==> src/slfcq_pkg.sv <==
// ----------------------------------------------------------------------------
// slfcq_pkg
// Shared types and constants of the serial line framer command queue.
// ----------------------------------------------------------------------------
package slfcq_pkg;

  localparam logic [7:0] CH_LF     = 8'h0A;
  localparam logic [7:0] CH_CR     = 8'h0D;
  localparam logic [7:0] CH_PROMPT = 8'h3E;
  localparam logic [7:0] CH_SPACE  = 8'h20;
  localparam logic [7:0] CH_O      = 8'h4F;
  localparam logic [7:0] CH_N      = 8'h4E;
  localparam logic [7:0] CH_F      = 8'h46;

  localparam logic [7:0] MAX_LINE_INDEX = 8'd165;

  localparam int QUEUE_DEPTH = 10;

  localparam int PEND_W = 4;

  typedef enum logic [2:0] {
    EV_QUEUED   = 3'd0,
    EV_DROPPED  = 3'd1,
    EV_PROMPT   = 3'd2,
    EV_EXECUTED = 3'd3,
    EV_EMPTY    = 3'd4
  } event_t;

  typedef enum logic [1:0] {
    CLS_OTHER = 2'd0,
    CLS_ON    = 2'd1,
    CLS_OFF   = 2'd2
  } cls_t;

  typedef enum logic [2:0] {
    M_EMPTY = 3'd0,
    M_O     = 3'd1,
    M_ON    = 3'd2,
    M_OF    = 3'd3,
    M_OFF   = 3'd4,
    M_OTHER = 3'd5
  } match_t;

  typedef enum logic [1:0] {
    CMD_CLOSE  = 2'd0,
    CMD_PROMPT = 2'd1,
    CMD_DRAIN  = 2'd2
  } cmd_op_t;

  typedef struct packed {
    cmd_op_t op;
    cls_t    cls;
  } cmd_t;

endpackage

==> src/slfcq_in_if.sv <==
// ----------------------------------------------------------------------------
// slfcq_in_if
// Input channel: received bytes and drain requests.
// ----------------------------------------------------------------------------
interface slfcq_in_if;
  logic       valid;
  logic       ready;
  logic       kind;
  logic [7:0] byte_value;

  modport source (output valid, kind, byte_value, input ready);
  modport sink (input valid, kind, byte_value, output ready);
endinterface

==> src/slfcq_front.sv <==
// ----------------------------------------------------------------------------
// slfcq_front
// Line framer: gathers bytes, tracks the ON / OFF match and issues commands.
// ----------------------------------------------------------------------------
module slfcq_front
  import slfcq_pkg::*;
(
  input  logic clk,
  input  logic rst,
  slfcq_in_if.sink item,
  input  logic cmd_full,
  output logic cmd_push,
  output cmd_t cmd
);

  function automatic match_t match_next(match_t m, logic [7:0] b);
    match_t r;
    r = M_OTHER;
    if (m == M_EMPTY && b == CH_O) r = M_O;
    else if (m == M_O && b == CH_N) r = M_ON;
    else if (m == M_O && b == CH_F) r = M_OF;
    else if (m == M_OF && b == CH_F) r = M_OFF;
    return r;
  endfunction

  function automatic cls_t match_class(match_t m);
    cls_t r;
    r = CLS_OTHER;
    if (m == M_ON) r = CLS_ON;
    else if (m == M_OFF) r = CLS_OFF;
    return r;
  endfunction

  logic [7:0] line_length, line_length_next;
  logic [7:0] previous_byte, previous_byte_next;
  match_t     match_progress, match_progress_next;
  match_t     match_before_last, match_before_last_next;

  logic accept;
  logic crlf;
  logic [7:0] b;

  assign item.ready = !cmd_full;
  assign accept     = item.valid && item.ready;
  assign b          = item.byte_value;
  assign crlf       = (b == CH_LF) && (previous_byte == CH_CR);

  always_comb begin
    line_length_next       = line_length;
    previous_byte_next     = previous_byte;
    match_progress_next    = match_progress;
    match_before_last_next = match_before_last;
    cmd_push               = 1'b0;
    cmd.op                 = CMD_CLOSE;
    cmd.cls                = CLS_OTHER;
    if (accept) begin
      if (item.kind) begin
        cmd_push = 1'b1;
        cmd.op   = CMD_DRAIN;
      end else if (b != 8'd0) begin
        if (line_length != 8'd0 && b == CH_SPACE && previous_byte == CH_PROMPT) begin
          line_length_next       = 8'd0;
          previous_byte_next     = 8'd0;
          match_progress_next    = M_EMPTY;
          match_before_last_next = M_EMPTY;
          cmd_push               = 1'b1;
          cmd.op                 = CMD_PROMPT;
        end else if (line_length != 8'd0 && (crlf || line_length >= MAX_LINE_INDEX)) begin
          line_length_next       = 8'd0;
          previous_byte_next     = 8'd0;
          match_progress_next    = M_EMPTY;
          match_before_last_next = M_EMPTY;
          if (!(crlf && line_length == 8'd1)) begin
            cmd_push = 1'b1;
            cmd.op   = CMD_CLOSE;
            cmd.cls  = crlf ? match_class(match_before_last)
                            : match_class(match_next(match_progress, b));
          end
        end else begin
          match_before_last_next = match_progress;
          match_progress_next    = match_next(match_progress, b);
          previous_byte_next     = b;
          line_length_next       = line_length + 8'd1;
        end
      end
    end
  end

  always_ff @(posedge clk) begin
    if (rst) begin
      line_length       <= 8'd0;
      previous_byte     <= 8'd0;
      match_progress    <= M_EMPTY;
      match_before_last <= M_EMPTY;
    end else begin
      line_length       <= line_length_next;
      previous_byte     <= previous_byte_next;
      match_progress    <= match_progress_next;
      match_before_last <= match_before_last_next;
    end
  end

endmodule

==> src/flat_wrapper.sv <==
// flat-port wrapper written by rule: the top's interface ports become plain ports
module slfcq_front_flat import slfcq_pkg::*;
  (clk, rst, cmd_full, cmd_push, cmd, item_valid, item_kind, item_byte_value, item_ready);
  slfcq_in_if item_i ();
  input  logic clk;
  input  logic rst;
  input  logic cmd_full;
  output logic cmd_push;
  output cmd_t cmd;
  input wire logic [$bits(item_i.valid)-1:0] item_valid;
  input wire logic [$bits(item_i.kind)-1:0] item_kind;
  input wire logic [$bits(item_i.byte_value)-1:0] item_byte_value;
  output wire logic [$bits(item_i.ready)-1:0] item_ready;
  assign item_i.valid = item_valid;
  assign item_i.kind = item_kind;
  assign item_i.byte_value = item_byte_value;
  assign item_ready = item_i.ready;
  slfcq_front u_core (.clk(clk), .rst(rst), .item(item_i), .cmd_full(cmd_full), .cmd_push(cmd_push), .cmd(cmd));
endmodule
==> config.mk <==
export PLATFORM = sky130hd
export DESIGN_NAME = slfcq_front_flat
export DESIGN_NICKNAME = d
export VERILOG_FILES = /design/src/slfcq_pkg.sv /design/src/slfcq_in_if.sv /design/src/slfcq_front.sv /design/src/flat_wrapper.sv
export SDC_FILE = /design/constraint.sdc
export NUM_CORES = 1
export LEC_CHECK = 0
export BUFFER_PORTS_ARGS = -buffer_cell sky130_fd_sc_hd__buf_2
export CAP_MARGIN = 20
export CELL_PAD_IN_SITES_DETAIL_PLACEMENT = 0
export CELL_PAD_IN_SITES_GLOBAL_PLACEMENT = 1
export CORE_ASPECT_RATIO = 2
export CORE_MARGIN = 3
export CORE_UTILIZATION = 44
export CTS_BUF_LIST = sky130_fd_sc_hd__clkbuf_4 sky130_fd_sc_hd__clkbuf_8
export DETAILED_ROUTE_END_ITERATION = 6
export PLACE_DENSITY_LB_ADDON = 0.15
export RECOVER_POWER = 50
export SYNTH_ARGS = -nofsm -noshare
export SYNTH_HDL_FRONTEND = slang
export SYNTH_SLANG_ARGS = --single-unit
==> constraint.sdc <==
create_clock -name clk -period 3.4 [get_ports clk]
set_input_delay 0.51 -clock clk [delete_from_list [all_inputs] [get_ports clk]]
set_output_delay 0.51 -clock clk [all_outputs]
set_load 0.1 [all_outputs]
# Word level (Yosys, flattened, before mapping)
# Index checks and enable logic that the tools add are counted.
dict set report totals {
  regBits 22
  latch_bits 0
  mem_bits_rw 0
  romBits 0
  inputBits 13
  output_inout_bits 6
  elab_cells 74
  mem_count 0
}
dict set report op_classes {
  n_addsub 1
  n_mul 0
  div 0
  magnitude_cmp 1
  n_eq_ne 14
  n_shift 0
  muxes 37
  bitwise_logic 1
  reduce_logical 16
}
# cell count
set op_table {}
lappend op_table {{$mux 3} 13}
lappend op_table {{$mux 8} 4}
lappend op_table {{$eq 8x7->1 const B} 3}
lappend op_table {{$mux 2} 10}
lappend op_table {{$eq 8x4->1 const B} 2}
lappend op_table {{$eq 8x6->1 const B} 2}
lappend op_table {{$reduce_bool 8->1} 2}
lappend op_table {{$mux 4} 3}
lappend op_table {{$logic_and 1x1->1} 10}
lappend op_table {{$eq 3x2->1 const B} 3}
lappend op_table {{$add 8x1->8 const B} 1}
lappend op_table {{$eq 8x1->1 const B} 1}
lappend op_table {{$ge 8x8->1 const B} 1}
lappend op_table {{$mux 1} 7}
lappend op_table {{$eq 3x3->1 const B} 2}
lappend op_table {{$eq 3x1->1 const B} 1}
lappend op_table {{$logic_not 3->1} 1}
lappend op_table {{$reduce_and 3->1} 1}
lappend op_table {{$logic_not 1->1} 1}
lappend op_table {{$logic_or 1x1->1} 1}
lappend op_table {{$not 1->1} 1}

# Logic depth before layout (Yosys ltp)
dict set report depth {
  ltp_word 22
  mapped_depth 8
}

# Worst setup path before layout
# No wires, ideal clock.
dict set report synth_timing {
  path_kind {input to output}
  startpoint {input port item_byte_value[2]}
  endpoint {output port cmd[0] (netlist name)}
  t_arrival_ns 3.111
  path_slack_ns -0.221
  path_stages 5
  n_path_buf 0
  cell_sequence {or4_4 -> or4_4 -> o21a_4 -> or4b_4 -> a21oi_2}
}
# element line_no
set synth_lines {}
lappend synth_lines {{start: declaration} flat_wrapper.sv:12} ;# input wire logic [$bits(item_i.byte_value)-1:0] item_byte_value;
lappend synth_lines {{end: declaration} flat_wrapper.sv:9} ;# output cmd_t cmd;

==> impl_summary.log <==
[metrics] start point of the critical path: item_byte_value[2]
[metrics] Critical Path AT: 2.78 ns
[metrics] CTS Sinks: 22
[metrics] worst reg2reg path endpoint: u_core.line_length[4]$_SDFFE_PP0P_
[metrics] first-pass GRT wire length: 5600 µm
[metrics] largest vdd supply drop: 262 µV
[metrics] clock-pin slew on the worst setup and hold paths: 0.08 ns
[metrics] number of pins exceeding their max-slew limit in the final report: 0
[metrics] number of enable-type register cells in the synthesized netlist: 0
[metrics] initial antenna violation count: 0
[metrics] post-route worst setup slack: 0.109 ns
[metrics] instance count of the mapped netlist: 145
[metrics] post-route standard cell area excluding fillers: 1470 µm²
[metrics] Die Outline Area: 3580 µm²
[metrics] Pre-antenna DRT Iters: 4
[metrics] number of gates resized after cts: 0
[metrics] startpoint of the worst register-to-register path: u_core.previous_byte[4]$_SDFFE_PP0P_
[metrics] leak pwr: 0.000531 µW
[metrics] fill cell instance count of the final layout: 254
[metrics] layout cell share with drive strength beyond 1: 19.4%
[metrics] actual slew at the worst max-slew pin: 1.16 ns
[metrics] DRT iter0 DRCs: 25
[metrics] maximum number of pins on one net before global-route repair: 14
[metrics] switching share of power: 25.3%
[metrics] status: finished, final reports clean
[metrics] Clock Root Buffer: clkbuf_8
[metrics] Top FF cell, synth: dfxtp_1
[metrics] total clock buffers created by CTS: 3
[metrics] Min-Delay Path Class: in2reg
[metrics] floorplan die width: 43.9 µm
[metrics] remaining antenna violation count after routing: 0
[metrics] number of setup violations in the final report: 0
[metrics] Post-CTS Hold Buffers: 0
[metrics] async set-reset flop share out of synthesis: 0%
[metrics] routability-driven placement congestion ratio: 0.849
[metrics] Final Hold Fails: 0
[metrics] crit path capture type: output port
[metrics] syn_nets: 161
[metrics] Gate power share: 11.5%
[metrics] number of buffer cells added on primary ports: 18
[metrics] routed vias/inst: 6.47
[metrics] CTS tree: done
[metrics] # H-tree levels: 1
[metrics] count of buffering cells on the critical path with inverters included: 2
[metrics] Floorplan Core Area: 2640 µm²
[metrics] DRC Markers: 0
[metrics] Remaining Overflow, GRT: 0
[metrics] Critical Path Sink: cmd[0]
[metrics] Cell Rows: 26
[metrics] total placed instance area: 1430 µm²
[metrics] category of the worst setup path launch point: primary input
[metrics] final worst clock skew: 0.00111 ns
[metrics] Psw: 131 µW
[metrics] average detailed-routed wire length per instance: 16.5 µm
[metrics] sequential fraction of the synthesis area: 34.9%
[metrics] upper clock frequency limit: 304 MHz
[metrics] setup repair after global routing missed its margin: no
[metrics] Netlist Area Pre-Place: 1260 µm²
[metrics] Clk Latency, worst-skew pair: 0.26 ns
[metrics] number of buffers on the longest clock path: 2
[metrics] wirelength, routed: 3180 µm
[metrics] vias after detailed routing: 1248
[metrics] Reg area: 440 µm²
[metrics] starting density of the core: 47.9%
[metrics] number of nets in the layout: 182
[metrics] cell breakdown of the critical path: buf_2 > or4_4 > or4_4 > o21a_2 > or4b_4 > a21oi_2 > buf_12
[metrics] depth of the most critical reg-to-reg path: 6
[metrics] placed wire-length estimate after detailed placement: 2460 µm
[metrics] Crit path top cell by count: or4_4
[metrics] warnings from Yosys: 0
[metrics] max_cap viols: 0
[metrics] master of the slowest instance on the critical path: or4_4
[metrics] post-route fraction of the period consumed by the critical path: 96.8%
[metrics] Post-CTS Repair Setup Buffers: 0
[metrics] depth of the critical timing path with buffers and inverters included: 7
[metrics] multi-input logic area: 758 µm²
[metrics] I/O pin cnt: 19
[metrics] final critical delay including setup and external delays: 3.29 ns
[metrics] Mapped Avg Cell Area: 8.70 µm²
[metrics] total power density per cell area: 352 nW/µm²
[metrics] maximum single-stage delay on the critical path: 0.57 ns
[metrics] number of antenna cells inserted: 0
[metrics] count of unique library cells instantiated by Yosys: 42
[metrics] cell class contributing the biggest share of worst-path delay: simple AND/OR/NAND/NOR gates
[metrics] flop and latch count out of synthesis: 22
[metrics] final cell utilization of the core: 55.9%
[metrics] path type of the worst setup path: in2out
[metrics] internal power component: 387 µW
[metrics] sequential share of power: 51.8%
[metrics] required time at the worst-slack endpoint: 2.89 ns
[metrics] top fanout value on the critical path: 4
[metrics] worst rel slew slack: 22.8%
[metrics] number of global-route vias before repair: 1229
[metrics] Area growth syn-to-layout: 16.9%
[metrics] share of total power in the clock network: 36.7%
[metrics] Die Ht: 81.7 µm
[metrics] register-to-register path setup slack: 0.82 ns
[metrics] overall global routing resource usage: 20.4%
[metrics] worst slack at placement: 0.0997 ns
-- power by group through the flow --
stage | combinational, µW | sequential, µW | clock, µW
after floorplan | 38.7 | 272 | 0
after global placement | 59.5 | 274 | 0
after detailed placement | 60.6 | 274 | 0
after CTS | 60.6 | 268 | 195
after global routing | 65.8 | 269 | 208
final | 59.9 | 269 | 190
-- worst min-delay path by stage --
stage / slack (ns) / start / to / cells after the start
finish: 0.46 / rst / u_core.match_progress[1]$_SDFFE_PP0P_ / 2
global route: 0.47 / rst / u_core.match_progress[1]$_SDFFE_PP0P_ / 2
CTS: 0.45 / rst / u_core.match_progress[1]$_SDFFE_PP0P_ / 2
detailed placement: 0.45 / u_core.previous_byte[6]$_SDFFE_PP0P_ / u_core.previous_byte[6]$_SDFFE_PP0P_ / 1
global placement: 0.45 / u_core.previous_byte[6]$_SDFFE_PP0P_ / u_core.previous_byte[6]$_SDFFE_PP0P_ / 1
floorplan: 0.43 / u_core.previous_byte[3]$_SDFFE_PP0P_ / u_core.previous_byte[3]$_SDFFE_PP0P_ / 1
-- final cells by class --
cell class | count | area share [%]
Clock buffer | 4 | 3.74
Inverter | 8 | 2.04
Multi-Input combinational cell | 110 | 51.4
Sequential cell | 22 | 29.9
Tap cell | 28 | 2.38
Timing Repair Buffer | 21 | 10.5
-- cells in the final DEF, fill, tap and decap left out, types with 3 or more instances in the layout --
cell type	Yosys	layout
o211ai_1	7	7
buf_2	0	13
buf_4	0	3
nand2_1	14	14
nand3_1	12	12
o21ai_0	6	6
ha_1	3	3
clkbuf_8	0	4
inv_1	7	7
or3_1	3	3
nor2_1	8	8
a31oi_1	3	3
dfxtp_1	22	22
buf_12	0	3
a22o_1	13	13
o2111ai_1	3	3
nor3_1	3	3
-- routing by layer --
metal  global-route usage (%)  part of all wire (%)
met5                        0                     0
met4                     13.9                   4.5
met3                     2.19                   3.5
met2                     36.4                    54
met1                     21.3                    38
-- synth_stat cells (2+ instances only) --
cell,number,share of area (%)
a21oi_2,2,1.4
a22o_1,13,9.0
a31oi_1,3,1.5
and2_1,2,0.99
and3_1,2,0.99
clkbuf_1,4,1.2
dfxtp_1,22,35
ha_1,3,3.0
inv_1,7,2.1
nand2_1,14,4.2
nand2b_1,2,0.99
nand3_1,12,4.8
nand3b_1,2,1.2
nand4b_1,2,1.4
nor2_1,8,2.4
nor3_1,3,1.2
o2111ai_1,3,2.1
o211a_1,2,1.6
o211ai_1,7,4.2
o21ai_0,6,2.4
o311ai_0,2,1.4
or3_1,3,1.5
or4_4,2,1.8
-- stage by stage --
stage | cells | setup TNS [ns] | hold slack (ns) | power, µW
finish | 193 | 0 | 0.459 | 519
CTS | 193 | 0 | 0.452 | 524
floorplan | 145 | -0.442 | 0.434 | 311
global route | 193 | 0 | 0.465 | 543
global placement | 189 | 0 | 0.454 | 334
detailed placement | 189 | 0 | 0.455 | 335
-- cells by family (layout without fill, tap and decap cells) --
group	after synthesis	count (layout)	share of synthesized area (%)
simple gates	61	61	28.6
compound gates	45	45	28.4
flops	22	22	34.9
buf+inv	13	33	4.46
fa+ha+maj	3	3	2.98
xor+xnor	1	1	0.695
-- registers in the layout (all words and copies together), names as in the netlist --
register / count
u_core.match_progress: 3
u_core.line_length: 8
u_core.previous_byte: 8
u_core.match_before_last: 3
No activity file was read; power rests on OpenSTA's default activity.
