[src/slfcq_pkg.sv]
// ----------------------------------------------------------------------------
// slfcq_pkg
// Shared types and constants of the serial line framer command queue.
// ----------------------------------------------------------------------------
package slfcq_pkg;

  localparam logic [7:0] CH_LF     = 8'h0A;
  localparam logic [7:0] CH_CR     = 8'h0D;
  localparam logic [7:0] CH_PROMPT = 8'h3E;
  localparam logic [7:0] CH_SPACE  = 8'h20;
  localparam logic [7:0] CH_O      = 8'h4F;
  localparam logic [7:0] CH_N      = 8'h4E;
  localparam logic [7:0] CH_F      = 8'h46;

  localparam logic [7:0] MAX_LINE_INDEX = 8'd165;

  localparam int QUEUE_DEPTH = 10;

  localparam int PEND_W = 4;

  typedef enum logic [2:0] {
    EV_QUEUED   = 3'd0,
    EV_DROPPED  = 3'd1,
    EV_PROMPT   = 3'd2,
    EV_EXECUTED = 3'd3,
    EV_EMPTY    = 3'd4
  } event_t;

  typedef enum logic [1:0] {
    CLS_OTHER = 2'd0,
    CLS_ON    = 2'd1,
    CLS_OFF   = 2'd2
  } cls_t;

  typedef enum logic [2:0] {
    M_EMPTY = 3'd0,
    M_O     = 3'd1,
    M_ON    = 3'd2,
    M_OF    = 3'd3,
    M_OFF   = 3'd4,
    M_OTHER = 3'd5
  } match_t;

  typedef enum logic [1:0] {
    CMD_CLOSE  = 2'd0,
    CMD_PROMPT = 2'd1,
    CMD_DRAIN  = 2'd2
  } cmd_op_t;

  typedef struct packed {
    cmd_op_t op;
    cls_t    cls;
  } cmd_t;

endpackage

[src/slfcq_cmd_queue.sv]
// ----------------------------------------------------------------------------
// slfcq_cmd_queue
// Two-entry command queue between the framer and the executor.
// ----------------------------------------------------------------------------
module slfcq_cmd_queue
  import slfcq_pkg::*;
(
  input  logic clk,
  input  logic rst,
  input  logic push,
  input  cmd_t push_cmd,
  output logic full,
  output logic valid,
  output cmd_t head_cmd,
  input  logic pop
);

  cmd_t       entries [2];
  logic       wr_ptr;
  logic       rd_ptr;
  logic [1:0] count;

  assign full     = (count == 2'd2);
  assign valid    = (count != 2'd0);
  assign head_cmd = entries[rd_ptr];

  always_ff @(posedge clk) begin
    if (push) begin
      entries[wr_ptr] <= push_cmd;
    end
  end

  always_ff @(posedge clk) begin
    if (rst) begin
      wr_ptr <= 1'b0;
      rd_ptr <= 1'b0;
      count  <= 2'd0;
    end else begin
      if (push) wr_ptr <= !wr_ptr;
      if (pop) rd_ptr <= !rd_ptr;
      case ({push, pop})
        2'b10:   count <= count + 2'd1;
        2'b01:   count <= count - 2'd1;
        default: count <= count;
      endcase
    end
  end

endmodule

[config.mk]
export PLATFORM = sky130hd
export DESIGN_NAME = slfcq_cmd_queue
export DESIGN_NICKNAME = d
export VERILOG_FILES = /design/src/slfcq_pkg.sv /design/src/slfcq_cmd_queue.sv
export SDC_FILE = /design/constraint.sdc
export NUM_CORES = 1
export LEC_CHECK = 0
export BUFFER_PORTS_ARGS = -buffer_cell sky130_fd_sc_hd__buf_2
export CAP_MARGIN = 20
export CORE_AREA = 4 4 41 43
export CTS_CLUSTER_SIZE = 25
export DETAILED_ROUTE_END_ITERATION = 12
export DIE_AREA = 0 0 45 47
export PLACE_DENSITY_LB_ADDON = 0.25
export SLEW_MARGIN = 20
export SYNTH_ARGS = -nofsm -noshare
export SYNTH_HDL_FRONTEND = slang
export SYNTH_SLANG_ARGS = --single-unit
[constraint.sdc]
create_clock -name clk -period 1.3 [get_ports clk]
set_input_delay 0.065 -clock clk [delete_from_list [all_inputs] [get_ports clk]]
set_output_delay 0.065 -clock clk [all_outputs]
set_load 0.1 [all_outputs]
# Yosys cells after proc, flatten, opt, wreduce, memory -nomap -nowiden
# Memories as Yosys holds them, arrays and structs flattened. A register that Yosys moved wholly into a read port is not among the register bits.
# Cells that the tools add are included.
[word_totals] regBits=4 ram_bits=8 in_bits=8 memories=1
[op_classes] n_addsub=2 n_eq_ne=3 mux=5 n_reduce_logical=4
[memory_table] memory="entries" words=2 width=4 read_ports=1 rd_ports_with_merged_regs=1 wr=1 line_no="slfcq_cmd_queue.sv:18" source="cmd_t entries [2];"
[ops] op="equality test 2 bit (second input constant)" count=2
[ops] op="two-way mux 1 bit" count=4
[ops] op="case mux 2 bit (2 select lines)" count=1
[ops] op="nonzero test 2 bit" count=2
[ops] op="adder 2 x 1 -> 2 bit (second input constant)" count=1
[ops] op="equality test 2 x 1 -> 1 bit (second input constant)" count=1
[ops] op="zero test 1 bit" count=2
[ops] op="subtractor 2 x 1 -> 2 bit (second input constant)" count=1

# Logic depth before layout (Yosys ltp)
# Gate-level depths: netlist (run 1).
[depth] depth_word=3 depth_mapped=5 ltp_nobuf=5

# Least setup slack after synthesis (run 1)
# No wires, ideal clock.
[synth_path] kind="register -> output" start="reg with a tool-made name" end="out head_cmd[0] (netlist bit)" arrival_time_ps=925 required_time_ps=1235 setup_slack_ps=310 path_stages_with_launch=2 cell_sequence="dfxtp_1 -> mux2_2"
[synth_rtl] element="end: declaration" line_no="slfcq_cmd_queue.sv:14" source="output cmd_t head_cmd,"

==> flow_metrics.py, run 1 <==
metrics = {
    "setup_path": {
        "critPathMaxStageDelay_ns": 0.37,
        "critical_path.startpoint_type": "flip-flop",
        "slowest_stage": "dfxtp_2",
        "cp_data_required_time_ns": 1.24,
        "worst_path_cell_chain": "mux2_2 -> buf_6",
        "cp-end-kind": "output pin",
        "cpLargestDelayFamily": "flip-flops",
        "worstPathBufferInverterCount": 1,
        "critical_path_arrival_ns": 1.17,
        "worstSetupPathType": "reg2out",
        "critical_path.reg2reg.startpoint": "count[0]$_SDFFE_PP0P_",
        "timing.critical_path.fanout_max": 4,
    },
    "logic_synthesis": {
        "yosysSeqAreaShare": 0.6904,
        "main_combinational_cell_family_by_area_after_synthesis": "simple AND/OR/NAND/NOR gates",
        "postSynth.topFlopCell": "edfxtp_1",
        "synth_area_per_cell_um2": 14.50,
        "synth_enable_flop_cells": 8,
        "synth-seq-cells": 13,
        "synth_cell_types": 14,
        "post_synth_mux_area_share": 0.09137,
        "synth_fa_ha_area_frac": 0.02538,
        "synthArstFlopShare": 0,
        "syn-cell-area_um2": 493.0,
        "post_synth_inst_count": 34,
        "post_synth_and_or_nand_nor_area_fraction": 0.09391,
        "synth_nets": 43,
        "synth_xor_area_frac": 0.07107,
        "yosysWarnings": 0,
        "synthesized_area_fraction_occupied_by_ao_oa_aoi_and_oai_cells": 0.02030,
    },
    "clocking": {
        "cts-htree-levels": 1,
        "cts_root_buffer": "clkbuf_4",
        "numCtsBuffers": 3,
        "clk_pin_slew_worst_paths_ns": 0.07,
        "cts_tree": "built",
        "clkLatencyLatePin_ns": 0.26,
        "cts.sinks": 13,
        "deepest_clock_path_buffer_count": 2,
        "cts_setup_buffers": 0,
    },
    "grt": {
        "grt_util_all_layers": 0.08675,
        "gr-total-overflow": 0,
        "maximum_number_of_pins_on_one_net_before_global_route_repair": 8,
        "antenna_found_initial": 0,
        "grt_pass1_wl_um": 1262,
        "via_count_of_the_first_global_routing_pass": 319,
    },
    "placed_design": {
        "placed_cell_area_um2": 591.8,
        "globalplace.congestion": 0.6465,
        "detailedPlace.worstSlack_ns": 0.1556,
        "portBuffers": 13,
    },
    "die": {
        "die_width_um": 45,
        "number_of_rows_in_the_core_area": 13,
        "vertical_extent_of_the_die_um": 47,
        "core_area_mm2": 0.001301,
        "floorplan.io_pins": 14,
        "initial_standard_cell_utilization_of_the_core": 0.3788,
        "design.die.area_mm2": 0.002115,
    },
    "timing": {
        "finalCriticalPeriod_ns": 1.238,
        "fin_tns_setup_ns": 0,
        "max_slew.worst_pin.slew_ns": 0.3305,
        "final_hold_viol_count": 0,
        "slew_violations": 0,
        "rsz0062_at_grt": "no",
        "final.setup.worst_slack_ns": 0.06184,
        "max_slew_margin": 0.7789,
        "fmaxAchievable_mhz": 807.7,
        "setup_violations": 0,
        "layout_worst_path_cycle_share": 0.9524,
        "worst_clock_skew_ns": 0.0002248,
    },
    "route": {
        "vias": 312,
        "drt-total-wl_um": 752,
        "ant_nets": 0,
        "drc_errors": 0,
        "firstDrtPassIters": 2,
        "detail_route.wl_per_cell_um": 10.74,
        "initialDrtViolationCount": 5,
        "via_per_inst": 4.457,
    },
    "power": {
        "p_leak_nw": 0.2788,
        "power.ir.vdd_worst_mv": 0.9613,
        "power_density_mw_per_mm2": 1549,
    },
    "cells_and_area": {
        "post_route_utilization": 0.5279,
        "postLayoutCellArea_um2": 686.9,
        "nNetsFinal": 65,
        "fillerInstances": 130,
        "syn2layout_area_growth_pct": 39.34,
        "drive_above_1_share": 0.4182,
        "antenna_cells_inserted": 0,
    },
    "job": {
        "max-cap-violations": 0,
    },
    "min_path": {
        "hp-start": "rst",
        "worst_hold_path_type": "in2reg",
    },
    "outcome": {
        "status": "complete, no violations",
    },
}
-- sequential cells by signal (all words and copies together), names as in the netlist, named ones only --
name	flops
count	2
rd_ptr	1
entries	8
wr_ptr	1
-- final timing paths --
| kind | end | slack (ns) | depth (start not counted) |
|---|---|---|---|
| setup / recovery | head_cmd[3] | 0.06 | 2 |
| hold / removal | wr_ptr$_SDFFE_PP0P_ | 0.02 | 2 |
| setup reg to reg | count[1]$_SDFFE_PP0P_ | 0.29 | 3 |
| hold reg to reg | count[1]$_SDFFE_PP0P_ | 0.50 | 2 |
-- Yosys cell counts, types with 3 or more instances --
library cell / n / area [µm²]
nor2_1: 5 / 18.77
mux2_2: 4 / 45.04
dfxtp_1: 5 / 100.1
edfxtp_1: 8 / 240.2
xnor2_1: 3 / 26.28
-- metal layers --
metal / vias up / global-route usage / part of all wire
met5: - / 0 / 0
met4: 0 / 0.07018 / 0.012
met3: 2 / 0.02682 / 0.070
met2: 8 / 0.1469 / 0.53
met1: 142 / 0.08831 / 0.38
li1: 160 / - / -
-- through the flow --
stage / hold WS, ns / total power, mW / std cells
final: 0.01536 / 1.064 / 70
after global routing: 0.01291 / 1.112 / 70
after CTS: 0.01258 / 1.059 / 70
after detailed placement: 0.2565 / 0.8147 / 62
after global placement: 0.2537 / 0.8064 / 62
after floorplan: 0.1341 / 0.7509 / 34
-- area by class of cell --
type	count	area (µm²)	area share
clock buffers	4	26.28	0.03825
inverters	1	3.754	0.005464
multi-input cells	20	148.9	0.2168
flip-flops and latches	13	341.6	0.4973
well taps	15	18.77	0.02732
repair buffers	17	147.6	0.2149
-- cell families (layout without fill, tap and decap cells) --
kind of cell | count (synthesis) | after routing
XOR/XNOR | 4 | 4
flip-flops | 13 | 13
buffers and inverters | 1 | 22
multiplexers | 4 | 4
AO/OA/AOI/OAI | 2 | 2
adder cells (fa/ha/maj) | 1 | 1
AND/OR/NAND/NOR | 9 | 9
-- placed cells by master (no fill, tap or decap), drive strengths merged, types with 3 or more instances in the layout --
cell	instances
mux2	4
edfxtp	8
dfxtp	5
buf	13
xnor2	3
nor2	5
dlygate4sd3	4
clkbuf	4
-- power breakdown --
part	switching [mW]	total, mW	internal, mW
sequential	0.0200	0.494	0.474
clock	0.106	0.225	0.118
combinational	0.236	0.345	0.109
-- what timing repair did --
action / in CTS / in global routing
setup endpoints to repair: 4 / 5
hold buffers: 4 / 0
endpoints found under the hold margin: 8 / 0
gates resized for setup: 5 / 6
(Power assumes the default switching activity.)
==> run 2: changes to the inputs <==
--- a/config.mk
+++ b/config.mk
@@ -5,6 +5,7 @@
 export SDC_FILE = /design/constraint.sdc
 export NUM_CORES = 1
 export LEC_CHECK = 0
+export ABC_AREA = 1
 export BUFFER_PORTS_ARGS = -buffer_cell sky130_fd_sc_hd__buf_2
 export CAP_MARGIN = 20
 export CORE_AREA = 4 4 41 43
==> run 2 against run 1 <==
Effect of this change:
- utilization rose by 2.3 points
- first-iteration DRC count unchanged
- worst setup slack improved by 0.013 ns
- non-clock buffer count increased by 1
- fmax is 1.0% higher
- sequential cell count is the same
- via count up 18%
- clock-buffer cell count unchanged
- global-route usage fell by 0.15 points
- clock skew increased by 0.00058 ns
- die area unchanged
- largest power group unchanged
==> flow_metrics.py, run 2 <==
metrics = {
    "grt": {
        "via_count_of_the_first_global_routing_pass": 339,
        "grt_use_met1": 0.1124,
        "grt_pass1_wl_um": 1338,
        "antenna_found_initial": 0,
        "global_route.usage.met3": 0.01533,
        "gr-max-usage-layer": "met2",
        "gr-total-overflow": 0,
        "grtUsageMet2": 0.1384,
        "maximum_number_of_pins_on_one_net_before_global_route_repair": 8,
        "grt_util_all_layers": 0.08521,
    },
    "logic_synthesis": {
        "synth-seq-cells": 13,
        "main_combinational_cell_family_by_area_after_synthesis": "simple AND/OR/NAND/NOR gates",
        "synthArstFlopShare": 0,
        "synth_cell_types": 12,
        "synthMostInstantiatedCell": "nor2_1",
        "synth_xor_area_frac": 0.01716,
        "synth_area_leader_cell": "edfxtp_1",
        "synth_enable_flop_cells": 8,
        "yosysWarnings": 0,
        "synth_fa_ha_area_frac": 0.02451,
        "synthesized_area_fraction_occupied_by_ao_oa_aoi_and_oai_cells": 0.01961,
        "synthTopCellsByArea": "edfxtp_1 (47%), dfxtp_1 (20%), mux2_2 (8.8%)",
        "post_synth_mux_area_share": 0.08824,
        "yosysSeqAreaShare": 0.6667,
        "syn-cell-area_um2": 510.5,
        "synth_area_per_cell_um2": 11.34,
        "post_synth_inst_count": 45,
        "post_synth_and_or_nand_nor_area_fraction": 0.1324,
        "synth_nets": 54,
        "synth_top_area_frac": 0.4706,
        "postSynth.topFlopCell": "edfxtp_1",
        "netlist_top_cells_count": "nor2_1 (9), edfxtp_1 (8), inv_1 (7), nand2_1 (6), dfxtp_1 (5)",
    },
    "clocking": {
        "cts_tree": "built",
        "cts-htree-levels": 1,
        "clk_pin_slew_worst_paths_ns": 0.07,
        "cts_root_buffer": "clkbuf_4",
        "deepest_clock_path_buffer_count": 2,
        "cts_setup_buffers": 0,
        "clkLatencyLatePin_ns": 0.26,
        "cts.sinks": 13,
        "numCtsBuffers": 3,
    },
    "cells_and_area": {
        "nNetsFinal": 77,
        "finalNonFillerCells": 82,
        "mostFrequentLayoutCells": "nor2_1 (8), edfxtp_1 (8), inv_1 (7), buf_2 (7), nand2_1 (6)",
        "top_register": "entries",
        "reg.largest.list": "entries x8, count x2",
        "antenna_cells_inserted": 0,
        "postLayoutCellArea_um2": 716.9,
        "drive_above_1_share": 0.3284,
        "post_route_utilization": 0.5510,
        "syn2layout_area_growth_pct": 40.44,
        "largest_reg_flops": 8,
    },
    "power": {
        "p_leak_nw": 0.3168,
        "seqPwrFrac": 0.474,
        "power_density_mw_per_mm2": 1434,
        "share_clk_of_total_power": 0.226,
        "cellInternalPower_mw": 0.6847,
        "power_mw": 1.028,
        "power.switching_mw": 0.3431,
        "power.ir.vdd_worst_mv": 0.6900,
        "power.combinational.fraction": 0.300,
        "swShare": 0.3339,
    },
    "placed_design": {
        "globalplace.congestion": 0.6302,
        "post-place-cells": 73,
        "dp_hpwl_um": 612.6,
        "portBuffers": 13,
        "placed_cell_area_um2": 611.8,
        "detailedPlace.worstSlack_ns": 0.2070,
    },
    "route": {
        "ant_nets": 0,
        "drc_errors": 0,
        "initialDrtViolationCount": 5,
        "via_per_inst": 4.488,
        "firstDrtPassIters": 4,
        "detail_route.wl_per_cell_um": 9.500,
        "vias": 368,
        "drt-total-wl_um": 779,
    },
    "timing": {
        "final.setup.worst_slack_ns": 0.07462,
        "max_slew.worst_pin.slew_ns": 0.3232,
        "setup_violations": 0,
        "fmaxAchievable_mhz": 816.1,
        "slew_violations": 0,
        "finalCriticalPeriod_ns": 1.225,
        "max_slew_margin": 0.7838,
        "final_hold_viol_count": 0,
        "fin_tns_setup_ns": 0,
        "layout_worst_path_cycle_share": 0.9426,
        "worst_clock_skew_ns": 0.0008024,
        "rsz0062_at_grt": "no",
        "holdWs_ns": 0.08920,
    },
    "setup_path": {
        "cp-end-kind": "output pin",
        "worst_path_cell_chain": "mux2_2 -> buf_6",
        "worstSetupPathType": "reg2out",
        "cp_data_required_time_ns": 1.24,
        "slowest_stage": "dfxtp_2",
        "cpLargestDelayFamily": "flip-flops",
        "critical_path_arrival_ns": 1.16,
        "critPathMaxStageDelay_ns": 0.37,
        "worstPathBufferInverterCount": 1,
        "timing.critical_path.fanout_max": 4,
        "critical_path.startpoint_type": "flip-flop",
    },
    "die": {
        "core_area_mm2": 0.001301,
        "floorplan.io_pins": 14,
        "design.die.area_mm2": 0.002115,
        "vertical_extent_of_the_die_um": 47,
        "die_width_um": 45,
        "initial_standard_cell_utilization_of_the_core": 0.3923,
        "number_of_rows_in_the_core_area": 13,
    },
    "outcome": {
        "status": "complete, no violations",
    },
    "min_path": {
        "worst_hold_path_type": "in2reg",
    },
    "job": {
        "max-cap-violations": 0,
    },
}
==> run 2: cell types whose count changed after synthesis, moves of 2 or more <==
cell	delta
nor2_1	+4
inv_1	+6
nand2_1	+6
xnor2_1	-2
==> run 2: metal layers <==
metal / vias to the layer above / wire length [µm]
met5: - / 0
met4: 0 / 0
met3: 0 / 52
met2: 9 / 389
met1: 167 / 337
li1: 192 / -
==> run 2: path summary, 6_finish.rpt <==
| path | end | start | cells after the start | slack (ns) |
|---|---|---|---|---|
| setup / recovery | head_cmd[3] | flip-flop | 2 | 0.07 |
| hold / removal | rd_ptr$_SDFFE_PP0P_ | pop | 3 | 0.09 |
| setup reg to reg | entries[0][2]$_DFFE_PP_ | wr_ptr$_SDFFE_PP0P_ | 1 | 0.36 |
| hold reg to reg | count[1]$_SDFFE_PP0P_ | count[1]$_SDFFE_PP0P_ | 2 | 0.52 |
==> run 2: timing repair <==
action,CTS,global route
endpoints found under the setup margin,4,5
pin swaps,0,0
hold endpoints to repair,11,0
gates resized for setup,5,5
hold buffers,5,0
==> run 2: power groups by stage <==
stage	logic, mW	registers [mW]	clock network (mW)
after floorplan	0.219	0.491	0
after global placement	0.278	0.495	0
after detailed placement	0.278	0.496	0
after CTS	0.299	0.487	0.242
after global routing	0.327	0.490	0.265
final	0.309	0.487	0.232
==> run 2: kinds of logic after synthesis <==
| logic type | count (synthesis) |
|---|---|
| adder cells (fa/ha/maj) | 1 |
| AND/OR/NAND/NOR | 17 |
| buffers and inverters | 7 |
| AO/OA/AOI/OAI | 2 |
| XOR/XNOR | 1 |
| flip-flops | 13 |
| multiplexers | 4 |
==> run 2: cell type report <==
cell class	count	area, µm²
timing repair buffer	18	157.7
sequential	13	341.6
multi-input combinational	25	146.4
clock buffer	4	26.28
inverter	7	26.28
tap	15	18.77
fill	127	584.3
